[config.mk]
export PLATFORM = sky130hd
export DESIGN_NAME = dcdf_ctrl
export DESIGN_NICKNAME = d
export VERILOG_FILES = /design/src/hdl/dcdf_pkg.sv /design/src/hdl/dcdf_ctrl.sv
export SDC_FILE = /design/constraint.sdc
export NUM_CORES = 1
export LEC_CHECK = 0
export BUFFER_PORTS_ARGS = -buffer_cell sky130_fd_sc_hd__buf_2
export CAP_MARGIN = 20
export CORE_AREA = 2 2 39 41
export DETAILED_ROUTE_END_ITERATION = 8
export DIE_AREA = 0 0 41 43
export PLACE_DENSITY_LB_ADDON = 0.1
export SLEW_MARGIN = 20
export SYNTH_ARGS = -nofsm -noshare
export SYNTH_HDL_FRONTEND = slang
export SYNTH_SLANG_ARGS = --single-unit
[constraint.sdc]
create_clock -name clk -period 2.9 [get_ports clk]
set_input_delay 0.58 -clock clk [delete_from_list [all_inputs] [get_ports clk]]
set_output_delay 0.58 -clock clk [all_outputs]
set_load 0.01 [all_outputs]
[src/hdl/dcdf_pkg.sv]
// Shared constants and controller/datapath interface types for the dilated FIR core.
package dcdf_pkg;

	localparam int MAX_TAPS_DEF      = 16;
	localparam int HISTORY_DEPTH_DEF = 256;

	localparam int VALUE_W = 16;
	localparam int TAPIDX_W = 4;
	localparam int CFG_W   = 5;
	localparam int CFGIDX_W = 1;
	localparam int ACC_W   = 40;
	localparam int PROD_W  = 32;
	localparam int NTAPS_W = 7;

	localparam logic [CFGIDX_W-1:0] REG_DILATION = 1'd0;
	localparam logic [CFGIDX_W-1:0] REG_TAPS     = 1'd1;

	localparam logic OP_WEIGHT = 1'b0;
	localparam logic OP_SAMPLE = 1'b1;

	typedef struct packed {
		logic wr_weight; // write the tap store from the input transaction
		logic push;      // store sample, update ring, clear accumulator
		logic issue;     // read one tap and its delayed sample
		logic finish;    // move accumulator into output register
	} dcdf_cmd_t;

	typedef struct packed {
		logic last_issue; // current tap is the last one in use
		logic ntaps_zero;
		logic out_full;
	} dcdf_sts_t;

endpackage

[src/hdl/dcdf_ctrl.sv]
// Sequencer for weight loads and the per-sample tap loop.
module dcdf_ctrl import dcdf_pkg::*; (
	input  logic      clk,
	input  logic      arst_n,
	input  logic      in_valid,
	input  logic      in_op,
	output logic      in_ready,
	output dcdf_cmd_t cmd,
	input  dcdf_sts_t sts
);

	localparam logic [1:0] S_IDLE   = 2'd0;
	localparam logic [1:0] S_ISSUE  = 2'd1;
	localparam logic [1:0] S_DRAIN  = 2'd2;
	localparam logic [1:0] S_FINISH = 2'd3;

	logic [1:0] state_q, state_d;
	logic       drain_q, drain_d;
	logic       accept;

	assign in_ready = (state_q == S_IDLE);
	assign accept   = in_valid && in_ready;

	always_comb begin
		state_d       = state_q;
		drain_d       = drain_q;
		cmd           = '0;
		case (state_q)
			S_IDLE: begin
				if (accept) begin
					if (in_op == OP_WEIGHT) begin
						cmd.wr_weight = 1'b1;
					end else begin
						cmd.push = 1'b1;
						drain_d  = 1'b0;
						state_d  = sts.ntaps_zero ? S_DRAIN : S_ISSUE;
					end
				end
			end
			S_ISSUE: begin
				cmd.issue = 1'b1;
				if (sts.last_issue) begin
					drain_d = 1'b0;
					state_d = S_DRAIN;
				end
			end
			S_DRAIN: begin
				// wait for the read and multiply stages to empty
				drain_d = 1'b1;
				if (drain_q) begin
					state_d = S_FINISH;
				end
			end
			S_FINISH: begin
				if (!sts.out_full) begin
					cmd.finish = 1'b1;
					state_d    = S_IDLE;
				end
			end
			default: begin
				state_d = S_IDLE;
			end
		endcase
	end

	always_ff @(posedge clk or negedge arst_n) begin
		if (!arst_n) begin
			state_q <= S_IDLE;
			drain_q <= 1'b0;
		end else begin
			state_q <= state_d;
			drain_q <= drain_d;
		end
	end

endmodule

# [Word-level counts from Yosys, hierarchy flattened]
# Index checks and enable logic that the tools add are counted.
[totals] ff_bits=3 input_bits=7 out_inout_bits=5 word_cells=33
[op_classes] eq_ne=8 mux=18 n_reduce_logical=5
[ops] operator="$mux 2" count=8
[ops] operator="$mux 1" count=8
[ops] operator="$ne 2x2->1 const B" count=4
[ops] operator="$pmux 2 s4" count=1
[ops] operator="$reduce_and 5->1" count=1
[ops] operator="$eq 2x2->1 const B" count=2
[ops] operator="$reduce_and 4->1" count=1
[ops] operator="$pmux 1 s3" count=1
[ops] operator="$reduce_bool 3->1" count=1
[ops] operator="$eq 2x1->1 const B" count=1
[ops] operator="$logic_not 2->1" count=1
[ops] operator="$ne 2x1->1 const B" count=1
[ops] operator="$logic_and 1x1->1" count=1

# [Depth between registers and ports, before layout]
[logic_depth] ltp_word=4 depth_mapped=5 mapped_depth_nobuf=5

# [Worst setup path after synthesis]
# No wires, ideal clock.
[synth_timing] path_kind="flip-flop to output port" start="reg state_q[0]" end="out cmd[3] in the netlist's numbering" t_arrival_ps=955 required_ps=2320 path_slack_ps=1365 path_stages_with_launch=5 n_path_buf=0 path_cell_list="dfrtp_1 > inv_1 > ha_1 > nand2_1 > nor2_1"
[synth_rtl] item="start, declared" line_no="dcdf_ctrl.sv:17" text="logic [1:0] state_q, state_d;"
[synth_rtl] item="start signal, assigned" line_no="dcdf_ctrl.sv:71" text="state_q <= state_d;"
[synth_rtl] item="end, declared" line_no="dcdf_ctrl.sv:8" text="output dcdf_cmd_t cmd,"

==> results by group <==
Power and ir drop
  • P per Cell Area: around 1000 nW/µm²
  • Max VDD drop: 0.2595 mV
  • P_leak: roughly 0.2 nW

Synth
  • Post-synth EDFFs: 0
  • Avg Cell Area, Syn: 10.26 µm²
  • Top-area cell type share of the netlist area: 29.27%
  • Count leader, synth: ha_1
  • Largest area contributor in the netlist: dfrtp_1
  • Yosys warnings: 0
  • Most instantiated cells after synthesis: ha_1 (5), mux2i_1 (4), dfrtp_1 (3), inv_1 (3), nor2b_1 (3)
  • Primary FF master, synth: dfrtp_1
  • Seq/Total Area, Yosys: 29.27%
  • Post-synth ARST share: 100.0%
  • Synth cell types: 12
  • Mapped Area: 256.5 µm²
  • Synth area leaders: dfrtp_1 (29%), ha_1 (24%), mux2i_1 (16%), nor2b_1 (7.3%), a2111o_1 (4.4%)
  • Post-synthesis instance total: 25
  • Syn_nets: 37
  • #FFs+latches synth: 3

Drt
  • Vias per cell: 3.750
  • Via count: 210
  • Detail Route Antenna Nets: 0
  • Drt drc: 0
  • Post-DR wirelength/cell: 8.679 µm
  • DRT iter0 DRCs: 3
  • Total Routed Length: 486 µm
  • Drt pass-1 iters: 2

Placed design
  • Buffers on Ports: 11
  • Dpl hpwl: 414.1 µm
  • Placed Instance Area: between 300 and 400 µm²
  • Routability Congestion: about 0.65

Finish
  • # diodes: 0
  • Post-route cell area: between 300 and 400 µm²
  • Share of post-route cells with drive strength above 1: 37.50%
  • Fin nets: between 50 and 60
  • Area Growth Syn to Fin: 39.51%

Critical path
  • Critical Path AT: approximately 1.3 ns
  • Worst path max stage delay: 0.37 ns
  • CP startpoint kind: flop
  • WP data required: 2.32 ns
  • Critical Path End Type: output port
  • CP max stage cell: dfrtp_1
  • Crit path kind: flop to output port
  • CP Max Fanout: 4
  • CP cell instances: inv_1 > ha_1 > and3_1 > buf_2

Clocking
  • Hold-fix buffers, CTS: 0
  • Clk_lat worst skew: 0.23 ns
  • H-tree Lvls: 1
  • Worst-path clk slew: 0.04 ns
  • Clock sink count: 3
  • Max Root-Sink Buffers: 2
  • Clock root cell: clkbuf_4
  • CTS Buf Count: 3
  • CTS tree: yes
  • Setup Fix Bufs, Post-CTS: 0
  • Resized Gates After CTS: 0

STA
  • Max-slew headroom: 82.61%
  • Hold Fails Final Rpt: 0
  • RSZ-0062 raised after global routing: false
  • Slew @ Worst Pin: roughly 0.26 ns
  • Max Clock Skew: 0.001774 ns
  • Max-slew violations: 0
  • Max Clk Rate: 0.5446 GHz
  • Fraction of the cycle the final worst path needs: 63.32%
  • Final worst path period need: around 1.8 ns
  • Setup TNS: 0 ns
  • Setup violations, final: 0

Global routing
  • Initial antenna violation count: 0
  • Largest net degree at the start of global routing: 5
  • Grt total ovfl: 0
  • Gr usage total: around 7.2%
  • First-pass GRT wire length: 821 µm
  • Vias in the first global route: 200

Floorplan
  • Die Y: 43 µm
  • Number of top-level pins: 12
  • Core box area: 1384 µm²
  • Initial core utilization: 18.54%
  • Die footprint: 1763 µm²
  • Die W: 41 µm
  • Site Rows: 14

Min path
  • Hold WC Path Type: primary input to async pin

Flow run
  • Max-Cap Viols: 0

Status
  • Run status: complete, no violations
==> report_power, final <==
part | internal [mW] | switching [mW] | total [mW] | leakage [nW]
sequential | 0.0646 | 0.0140 | 0.0786 | 0.0367
clock | 0.0515 | 0.0214 | 0.0729 | 0.0150
combinational | 0.109 | 0.106 | 0.215 | 0.154
==> area by class of cell <==
type,count,area (µm²)
well taps,16,20.02
fillers,155,1026
flip-flops and latches,3,75.07
repair buffers,11,55.05
multi-input cells,19,170.2
inverters,3,11.26
clock buffers,4,26.28
==> cell usage in the layout, fill, tap and decap left out, types with 3 or more instances in the layout <==
cell type	Yosys	final
mux2i_1	4	4
dfrtp_1	3	3
inv_1	3	3
buf_2	0	11
clkbuf_4	0	3
nor2b_1	3	3
ha_1	5	5
==> flip-flops by register name (all words and copies together) (netlist names) <==
signal / cells
drain_q: 1
state_q: 2
==> critical path: cells and delay by family (launching register included) <==
| kind | cells | cell delay, ns |
|---|---|---|
| flip-flops | 1 | 0.37 |
| buffers and inverters | 2 | 0.23 |
| AND/OR/NAND/NOR | 1 | 0.18 |
| adder cells (fa/ha/maj) | 1 | 0.24 |
==> final timing paths <==
| check | from | to | slack (ns) | cells past startpoint |
|---|---|---|---|---|
| worst max-delay path | state_q[0]$_DFFE_PN0P_ | cmd[2] | 1.06 | 4 |
| worst min register to register | drain_q$_DFFE_PN0P_ | drain_q$_DFFE_PN0P_ | 0.51 | 1 |
| worst min-delay path | arst_n | drain_q$_DFFE_PN0P_ | 0.13 | 1 |
| min in group clk | drain_q$_DFFE_PN0P_ | drain_q$_DFFE_PN0P_ | 0.51 | 1 |
| worst max register to register | state_q[0]$_DFFE_PN0P_ | state_q[0]$_DFFE_PN0P_ | 1.37 | 5 |
| max in group asynchronous | arst_n | state_q[1]$_DFFE_PN0P_ | 2.66 | 1 |
==> metrics by stage <==
| step | power [mW] | cells | utilization, % | setup slack [ns] | hold WS (ns) |
|---|---|---|---|---|---|
| 2_1_floorplan | 0.2437 | 25 | - | 1.365 | 0.2844 |
| 3_3_place_gp | 0.3008 | 52 | 23.96 | 1.295 | 0.3767 |
| 3_5_place_dp | 0.2985 | 52 | 23.96 | 1.299 | 0.3765 |
| 4_1_cts | 0.3754 | 56 | 25.86 | 1.045 | 0.1291 |
| 5_1_grt | 0.4130 | 56 | 25.86 | 0.9575 | 0.1291 |
| 6_report | 0.3661 | 56 | 25.86 | 1.064 | 0.1327 |
==> logic make-up (layout without fill, tap and decap cells) <==
logic type / count (synthesis) / count (layout) / share of synthesized area [%]
buf+inv: 3 / 18 / 4.390
flops: 3 / 3 / 29.27
simple gates: 7 / 7 / 14.63
fa+ha+maj: 5 / 5 / 24.39
mux: 5 / 5 / 20.00
compound gates: 2 / 2 / 7.318
==> routing by layer <==
layer  track usage (%)  part of all wire [%]
met1             9.091                    45
met2             9.688                    46
met3             1.571                   4.9
met4             6.000                   3.3
met5                 0                     0
(Power assumes the default switching activity.)
