## src/hdl/dcdf_pkg.sv

```systemverilog
// Shared constants and controller/datapath interface types for the dilated FIR core.
package dcdf_pkg;

	localparam int MAX_TAPS_DEF      = 16;
	localparam int HISTORY_DEPTH_DEF = 256;

	localparam int VALUE_W = 16;
	localparam int TAPIDX_W = 4;
	localparam int CFG_W   = 5;
	localparam int CFGIDX_W = 1;
	localparam int ACC_W   = 40;
	localparam int PROD_W  = 32;
	localparam int NTAPS_W = 7;

	localparam logic [CFGIDX_W-1:0] REG_DILATION = 1'd0;
	localparam logic [CFGIDX_W-1:0] REG_TAPS     = 1'd1;

	localparam logic OP_WEIGHT = 1'b0;
	localparam logic OP_SAMPLE = 1'b1;

	typedef struct packed {
		logic wr_weight; // write the tap store from the input transaction
		logic push;      // store sample, update ring, clear accumulator
		logic issue;     // read one tap and its delayed sample
		logic finish;    // move accumulator into output register
	} dcdf_cmd_t;

	typedef struct packed {
		logic last_issue; // current tap is the last one in use
		logic ntaps_zero;
		logic out_full;
	} dcdf_sts_t;

endpackage

```

## src/hdl/dcdf_datapath.sv

```systemverilog
// Tap store, sample history ring, address generation, MAC pipeline and output register.
module dcdf_datapath import dcdf_pkg::*; #(
	parameter int MAX_TAPS      = MAX_TAPS_DEF,
	parameter int HISTORY_DEPTH = HISTORY_DEPTH_DEF
) (
	input  logic                       clk,
	input  logic                       arst_n,
	input  logic                       cfg_we,
	input  logic [CFGIDX_W-1:0]        cfg_index,
	input  logic [CFG_W-1:0]           cfg_data,
	input  logic [TAPIDX_W-1:0]        in_tap_index,
	input  logic signed [VALUE_W-1:0]  in_value,
	input  logic                       in_start,
	input  dcdf_cmd_t                  cmd,
	output dcdf_sts_t                  sts,
	output logic                       out_valid,
	output logic [ACC_W-1:0]           out_data,
	input  logic                       out_ready
);

	localparam int TAP_W = (MAX_TAPS > 1) ? $clog2(MAX_TAPS) : 1;
	localparam int PW    = $clog2(HISTORY_DEPTH);
	localparam int CNW   = $clog2(HISTORY_DEPTH + 1);
	localparam int DLW   = $clog2(MAX_TAPS * 32);
	localparam int CMPW  = (DLW > CNW) ? DLW : CNW;

	logic signed [VALUE_W-1:0] tap_mem [MAX_TAPS];
	logic signed [VALUE_W-1:0] hist_mem [HISTORY_DEPTH];

	logic [CFG_W-1:0]        dilation_q, taps_q;
	logic [PW-1:0]           wpos_q, newest_q;
	logic [CNW-1:0]          cnt_q;
	logic [TAP_W-1:0]        k_q;
	logic [DLW-1:0]          delay_q;
	logic                    v_s1, v_s2;
	logic signed [VALUE_W-1:0] tw_s1, hs_s1;
	logic signed [PROD_W-1:0]  prod_s2;
	logic signed [ACC_W-1:0]   acc_q;
	logic [ACC_W-1:0]        out_data_q;
	logic                    out_valid_q;

	logic [NTAPS_W-1:0]      ntaps;
	logic [NTAPS_W-1:0]      tidx_w;
	logic [PW-1:0]           dly_p, slot;
	logic                    in_range;

	// clamp taps in use to the store depth
	always_comb begin
		ntaps = NTAPS_W'(taps_q);
		if (ntaps > NTAPS_W'(MAX_TAPS)) begin
			ntaps = NTAPS_W'(MAX_TAPS);
		end
	end

	assign tidx_w   = NTAPS_W'(in_tap_index);
	assign in_range = (CMPW'(delay_q) < CMPW'(cnt_q));
	assign dly_p    = PW'(delay_q);

	// ring slot of newest minus delay; only meaningful when in range
	always_comb begin
		if (newest_q >= dly_p) begin
			slot = newest_q - dly_p;
		end else begin
			slot = PW'((PW + 1)'(newest_q) + (PW + 1)'(HISTORY_DEPTH) - (PW + 1)'(dly_p));
		end
	end

	assign sts.last_issue = ((NTAPS_W'(k_q) + NTAPS_W'(1)) == ntaps);
	assign sts.ntaps_zero = (ntaps == '0);
	assign sts.out_full   = out_valid_q;

	always_ff @(posedge clk or negedge arst_n) begin
		if (!arst_n) begin
			dilation_q <= CFG_W'(1);
			taps_q     <= CFG_W'(1);
		end else if (cfg_we) begin
			case (cfg_index)
				REG_DILATION: dilation_q <= cfg_data;
				REG_TAPS:     taps_q     <= cfg_data;
				default: ;
			endcase
		end
	end

	always_ff @(posedge clk) begin
		if (cmd.wr_weight && (tidx_w < NTAPS_W'(MAX_TAPS))) begin
			tap_mem[tidx_w[TAP_W-1:0]] <= in_value;
		end
		tw_s1 <= tap_mem[k_q];
	end

	always_ff @(posedge clk) begin
		if (cmd.push) begin
			hist_mem[wpos_q] <= in_value;
		end
		hs_s1 <= hist_mem[slot];
	end

	always_ff @(posedge clk or negedge arst_n) begin
		if (!arst_n) begin
			wpos_q  <= '0;
			cnt_q   <= '0;
			k_q     <= '0;
			delay_q <= '0;
			v_s1    <= 1'b0;
			v_s2    <= 1'b0;
		end else begin
			v_s1 <= cmd.issue && in_range;
			v_s2 <= v_s1;
			if (cmd.push) begin
				wpos_q  <= (wpos_q == PW'(HISTORY_DEPTH - 1)) ? '0 : wpos_q + PW'(1);
				if (in_start) begin
					cnt_q <= CNW'(1);
				end else if (cnt_q < CNW'(HISTORY_DEPTH)) begin
					cnt_q <= cnt_q + CNW'(1);
				end
				k_q     <= '0;
				delay_q <= '0;
			end else if (cmd.issue) begin
				k_q     <= k_q + TAP_W'(1);
				delay_q <= delay_q + DLW'(dilation_q);
			end
		end
	end

	always_ff @(posedge clk) begin
		if (cmd.push) begin
			newest_q <= wpos_q;
		end
		prod_s2 <= tw_s1 * hs_s1;
		if (cmd.push) begin
			acc_q <= '0;
		end else if (v_s2) begin
			acc_q <= acc_q + ACC_W'(prod_s2);
		end
		if (cmd.finish) begin
			out_data_q <= acc_q;
		end
	end

	always_ff @(posedge clk or negedge arst_n) begin
		if (!arst_n) begin
			out_valid_q <= 1'b0;
		end else if (cmd.finish) begin
			out_valid_q <= 1'b1;
		end else if (out_ready) begin
			out_valid_q <= 1'b0;
		end
	end

	assign out_valid = out_valid_q;
	assign out_data  = out_data_q;

endmodule

```

## config.mk

```make
export PLATFORM = sky130hd
export DESIGN_NAME = dcdf_datapath
export DESIGN_NICKNAME = d
export VERILOG_FILES = /design/src/hdl/dcdf_pkg.sv /design/src/hdl/dcdf_datapath.sv
export SDC_FILE = /design/constraint.sdc
export NUM_CORES = 2
export LEC_CHECK = 0
export ABC_AREA = 0
export BUFFER_PORTS_ARGS = -buffer_cell sky130_fd_sc_hd__buf_4
export CAP_MARGIN = 20
export CORE_UTILIZATION = 68
export DETAILED_ROUTE_END_ITERATION = 16
export PLACE_DENSITY_LB_ADDON = 0.2
export SLEW_MARGIN = 25
export SYNTH_ARGS = -nofsm -noshare
export SYNTH_HDL_FRONTEND = slang
export SYNTH_MEMORY_MAX_BITS = 65536
export SYNTH_SLANG_ARGS = --single-unit
```

## constraint.sdc

```tcl
create_clock -name clk -period 12.9 [get_ports clk]
set_input_delay 0 -clock clk [delete_from_list [all_inputs] [get_ports clk]]
set_output_delay 0 -clock clk [all_outputs]
set_load 0.1 [all_outputs]
```

Word-level counts from Yosys, hierarchy flattened
Memories as Yosys holds them, arrays and structs flattened. A register that Yosys moved wholly into a read port is not among the register bits.
Cells that the tools add are included.
{"block": "classes", "addsub": 9, "n_mul": 1, "n_lt_le_gt_ge": 5, "n_eq_ne": 2, "mux": 15, "bitwise_logic": 1, "n_reduce_logical": 9}
{"cell": "adder 40 x 32 -> 40 bit", "count": 1}
{"cell": "2-to-1 mux 9 bit", "count": 4}
{"cell": "multiplier 16 x 16 -> 32 bit", "count": 1}
{"cell": "adder 8 x 1 -> 8 bit, second input constant", "count": 2}
{"cell": "2-to-1 mux 8 bit", "count": 2}
{"cell": "subtractor 8 bit", "count": 2}
{"cell": "adder 9 x 1 -> 9 bit, second input constant", "count": 1}
{"cell": "adder 9 x 5 -> 9 bit", "count": 1}
{"cell": "< comparator 9 bit", "count": 1}
{"cell": "< comparator 9 bit, second input constant", "count": 1}
{"cell": "== test 8 bit, second input constant", "count": 1}
{"cell": "greater-or-equal comparator 8 bit", "count": 1}
{"cell": "2-to-1 mux 4 bit", "count": 2}
{"cell": "== test 5 x 7 -> 1 bit", "count": 1}
{"cell": "zero test 7 bit", "count": 1}
{"cell": "2-to-1 mux 1 bit", "count": 6}
{"cell": "AND reduction 2 bit", "count": 3}
{"cell": "nonzero test 2 bit", "count": 3}
{"cell": "adder 4 x 1 -> 5 bit, second input constant", "count": 1}
{"cell": "> comparator 5 bit, second input constant", "count": 1}
{"cell": "< comparator 4 x 5 -> 1 bit, second input constant", "count": 1}
{"cell": "2-to-1 mux 5 bit", "count": 1}
{"cell": "adder 4 x 1 -> 4 bit, second input constant", "count": 1}
{"cell": "logical AND 1 bit", "count": 2}
{"cell": "inverter 1 bit", "count": 1}
{"block": "word_totals", "ff_bits": 163, "mem_bits_rw": 4352, "in_bits": 35, "out_inout_bits": 44, "wordCells": 57, "n_memories": 2}
{"name": "hist_mem", "words": 256, "width": 16, "rd": 1, "rd_clocked_by_memory_dff": 1, "write_ports": 1, "line_no": "dcdf_datapath.sv:28", "rtl": "logic signed [VALUE_W-1:0] hist_mem [HISTORY_DEPTH];"}
{"name": "tap_mem", "words": 16, "width": 16, "rd": 1, "rd_clocked_by_memory_dff": 1, "write_ports": 1, "line_no": "dcdf_datapath.sv:27", "rtl": "logic signed [VALUE_W-1:0] tap_mem [MAX_TAPS];"}

Longest topological paths before layout
{"block": "depth", "depth_word": 4, "mapped_depth": 24, "mapped_depth_nobuf": 22}

Least setup slack after synthesis
No wires, ideal clock.
{"block": "synth_timing", "path_type": "register to register", "startpoint": "reg tw_s1[15], read port of tap_mem", "endpoint": "reg prod_s2[30]", "setup_time_ns": 0.118, "arrival_ns": 5.839, "required_time_ns": 12.782, "path_slack_ns": 6.943, "stages_incl_launch_ff": 21, "n_path_buf": 1, "period_less_slack_ns": 5.957, "path_cell_list": "dfxtp_1 clkbuf_1 nand2_1 inv_1 fa_1 fa_1 fa_1 fa_1 fa_1 inv_1 fa_1 inv_1 ha_1 a21o_1 a21oi_1 o21ai_0 o21ai_0 a21boi_0 o21a_1 o41a_1 xor2_1"}
{"block": "synth_via", "elab_chain_len": 1}
{"item": "start: declaration", "line_no": "dcdf_datapath.sv:36", "rtl": "logic signed [VALUE_W-1:0] tw_s1, hs_s1;"}
{"item": "multiplier 16 x 16 -> 32 bit", "line_no": "dcdf_datapath.sv:130", "rtl": "prod_s2 <= tw_s1 * hs_s1;"}
{"item": "end signal: assignment", "line_no": "dcdf_datapath.sv:130"}
{"item": "end: declaration", "line_no": "dcdf_datapath.sv:37", "rtl": "logic signed [PROD_W-1:0] prod_s2;"}
No other way between the ends.
A chain may end at the register's enable or synchronous reset.

Final worst setup path
{"block": "layout_timing", "startpoint": "reg delay_q[0]", "endpoint": "reg hs_s1[6], read port of hist_mem"}
{"block": "layout_via", "elab_chain_len": 2, "word_cells_on_any_way": 4, "cone_classes": "add/sub: 2; order compare: 1; mux: 1"}
{"item": "start: declaration", "line_no": "dcdf_datapath.sv:34", "rtl": "logic [DLW-1:0] delay_q;"}
{"item": "start signal: assignment", "line_no": "dcdf_datapath.sv:121", "rtl": "delay_q <= delay_q + DLW'(dilation_q);"}
{"item": "subtractor 8 bit, or another cell as far along", "line_no": "dcdf_datapath.sv:64", "rtl": "slot = PW'((PW + 1)'(newest_q) + (PW + 1)'(HISTORY_DEPTH) - (PW + 1)'(dly_p));"}
{"item": "2-to-1 mux 8 bit *", "line_no": "dcdf_datapath.sv:61", "rtl": "if (newest_q >= dly_p) begin"}
{"item": "end: declaration", "line_no": "dcdf_datapath.sv:36"}
Every way passes the cells marked *; elsewhere a longest branch is shown, timed or not.

==> results.toml <==
[routing]
routed_wl_mm = 490
vias = 94000
first_pass_iters = 6
ant_nets = 0
initialDrtViolationCount = 14000
routedWlPerCell_um = 37.4
drc = 0
viasPerCell = 7.18

[sta]
final.min_clock_period_ps = 6780
drv_slew = 0
finalHoldViolCount = 0
fmax_ghz = 0.148
tightest_slew_ps = 1160
maxSlewHeadroom_pct = 22.4
rsz0062_at_grt = "false"
fin_setup_tns_ps = 0
hold_ws_ps = 54.6
timing.final.crit_share_pct = 52.5
finClkSkew_ps = 84.4
setup_violations = 0
setup_slack_ps = 6120

[place]
port_buffers = 78
pre_cts_ws_ps = 6200
hpwl_mm = 258
routabilityCongestion = 0.864

[cells_and_area]
fin_nets = 9606
final_common_cell = "edfxtp_1"
final_cell_mix = "edfxtp_1 (4400), mux4_2 (1312), clkbuf_16 (437)"
drive_above_1_share_pct = 25.9
areaGrowthSynthToFinish_pct = 11.3

[cts]
ctsResizeCount = 0
cts_tree = "built"
cts_buffer_depth = 4
post_cts_buffers = 0
clockRootBuffer = "clkbuf_16"
cts_sinks = 4547
clkLatencyLatePin_ps = 1000
htree_num_levels = 5
cts.clk_slew.worst_paths_ps = 60
numCtsBuffers = 434

[synthesis]
synth-edff-count = 4400
syn_inst = 8672
synthTopCellsByArea = "edfxtp_1 (71%), mux4_2 (16%), fa_1 (2.9%)"
syn_avg_cell_area_sq_um = 21.4
yosys.cell_types.count = 79
yosys_warnings = 0
synth-seq-cells = 4547
syn_area_sq_um = 186000
synth-seq-area-share_pct = 72.9
yosysTopAreaCellShare_pct = 71.2
syn-num-nets = 9119
ys.flop_type = "edfxtp_1"
async_reset_ff_share_pct = 0.946
synth_top_area_cell = "edfxtp_1"

[hold_path]
hp-class = "in2reg"

[floorplanning]
initial_utilization_pct = 68.5
dieArea_sq_um = 275000
die_x_um = 524
core_sq_um = 271000
io_pins = 79
die_y_um = 524
rows = 191

[worst_setup_path]
rrSetupSlack_ps = 6120
critical_path_required_ps = 13660
cp-endpoint = "hs_s1[6]$_DFF_P_"
reg2reg_from = "delay_q[0]$_DFFE_PN0P_"
r2r_end = "hs_s1[6]$_DFF_P_"
crit_type = "reg2reg"
cp-startpoint = "delay_q[0]$_DFFE_PN0P_"
worst_setup_path_end_kind = "register"
crit_path_max_fanout = 58
worstSetupStartpointType = "register"
worstPathArrival_ps = 7540
reg2reg_depth = 12

[grt]
grt_pass1_vias = 96800
overflow = 0
grt_start_max_net_pins = 178
track_usage_pct = 36.2
antenna_found_initial = 16
grt_pass1_wl_mm = 704

[flow_run]
maxCapViolCount = 0

[outcome]
outcome = "finished, final reports clean"
-- critical path: stages (launching register included) --
cell and delay, ps:
dfrtp_1 570, ha_4 200, inv_1 70, fa_4 1180, buf_4 660, buf_4 740
buf_4 830, mux4_2 420, mux4_2 560, mux2i_1 400, mux2i_1 400, mux2i_1 310
mux2i_1 110
-- routing by layer --
metal  vias to the layer above  wire length (um)  GRT usage, %  part of all wire, %
li1                      36300                 -             -                    -
met5                         -                69             0                0.014
met4                        10             25500          15.9                  5.2
met1                     48800            168000          49.2                   34
met3                      1374             58100          7.62                   12
met2                      7444            239000          57.8                   49
-- through the flow --
step | util, % | cells | instance area, sq um
finish | 76.3 | 13100 | 207000
global route | 76.3 | 13100 | 207000
CTS | 76.2 | 13100 | 206000
detailed placement | 70.9 | 12200 | 192000
global placement | 70.8 | 12200 | 192000
floorplan | - | 8672 | 186000
-- registers in the layout, indices dropped and copies added, names as in the netlist, 4 cells and up --
name / flops
cnt_q: 9
hs_s1: 16
wpos_q: 8
tap_mem: 256
out_data: 40
newest_q: 8
prod_s2: 32
acc_q: 40
hist_mem: 4096
dilation_q: 5
delay_q: 9
k_q: 4
taps_q: 5
tw_s1: 16
-- layout make-up --
class                   count  area (sq um)
well taps                3570          4470
inverters                 321          1200
clock inverters           258          2410
diodes                     13          32.5
fillers                 13400         64300
flip-flops and latches   4547        135000
repair buffers            486          4250
multi-input cells        3369         47600
clock buffers             536         11400
-- cell families (layout without fill, tap and decap cells) --
logic type               Yosys count  count (layout)  synth area share [%]
other                              0              13                     0
AND/OR/NAND/NOR                  881             881                  2.18
flip-flops                      4547            4547                  72.9
multiplexers                    1656            1656                  17.8
buffers and inverters            756            1601                  1.69
XOR/XNOR                          89              89                 0.420
AO/OA/AOI/OAI                    331             331                  1.19
adder cells (fa/ha/maj)          412             412                  3.85
-- synth_stat cells, types with 21 or more instances --
cell type,n
dfrtp_1,41
mux2_2,22
buf_2,130
and2_1,131
nor3_1,30
nor2_1,368
a21o_1,34
xor2_1,26
fa_1,265
buf_4,27
buf_1,21
xnor2_1,63
nand3_1,44
edfxtp_1,4400
mux2i_1,321
clkbuf_1,252
nand2b_1,29
mux4_2,1312
dfxtp_1,104
o21ai_0,70
ha_1,147
inv_1,320
a21oi_1,83
nand2_1,205
-- what timing repair did --
item	4_1_cts	5_1_grt
hold buffers	53	0
endpoints found under the setup margin	0	0
hold endpoints to repair	2180	0
-- worst min path at each step --
stage	cells past startpoint	start	slack [ps]	end
2_1_floorplan	0	arst_n	-300	cnt_q[0]$_DFFE_PN0P_
3_3_place_gp	1	arst_n	80	cnt_q[2]$_DFFE_PN0P_
3_5_place_dp	1	arst_n	90	cnt_q[2]$_DFFE_PN0P_
4_1_cts	3	in_tap_index[1]	20	tap_mem[4][1]$_DFFE_PP_
5_1_grt	2	in_value[8]	90	hist_mem[54][8]$_DFFE_PP_
6_report	2	in_value[8]	50	hist_mem[54][8]$_DFFE_PP_
Power is not shown: default switching activity piles up to over one toggle a cycle in this logic, so the estimate is an artifact.
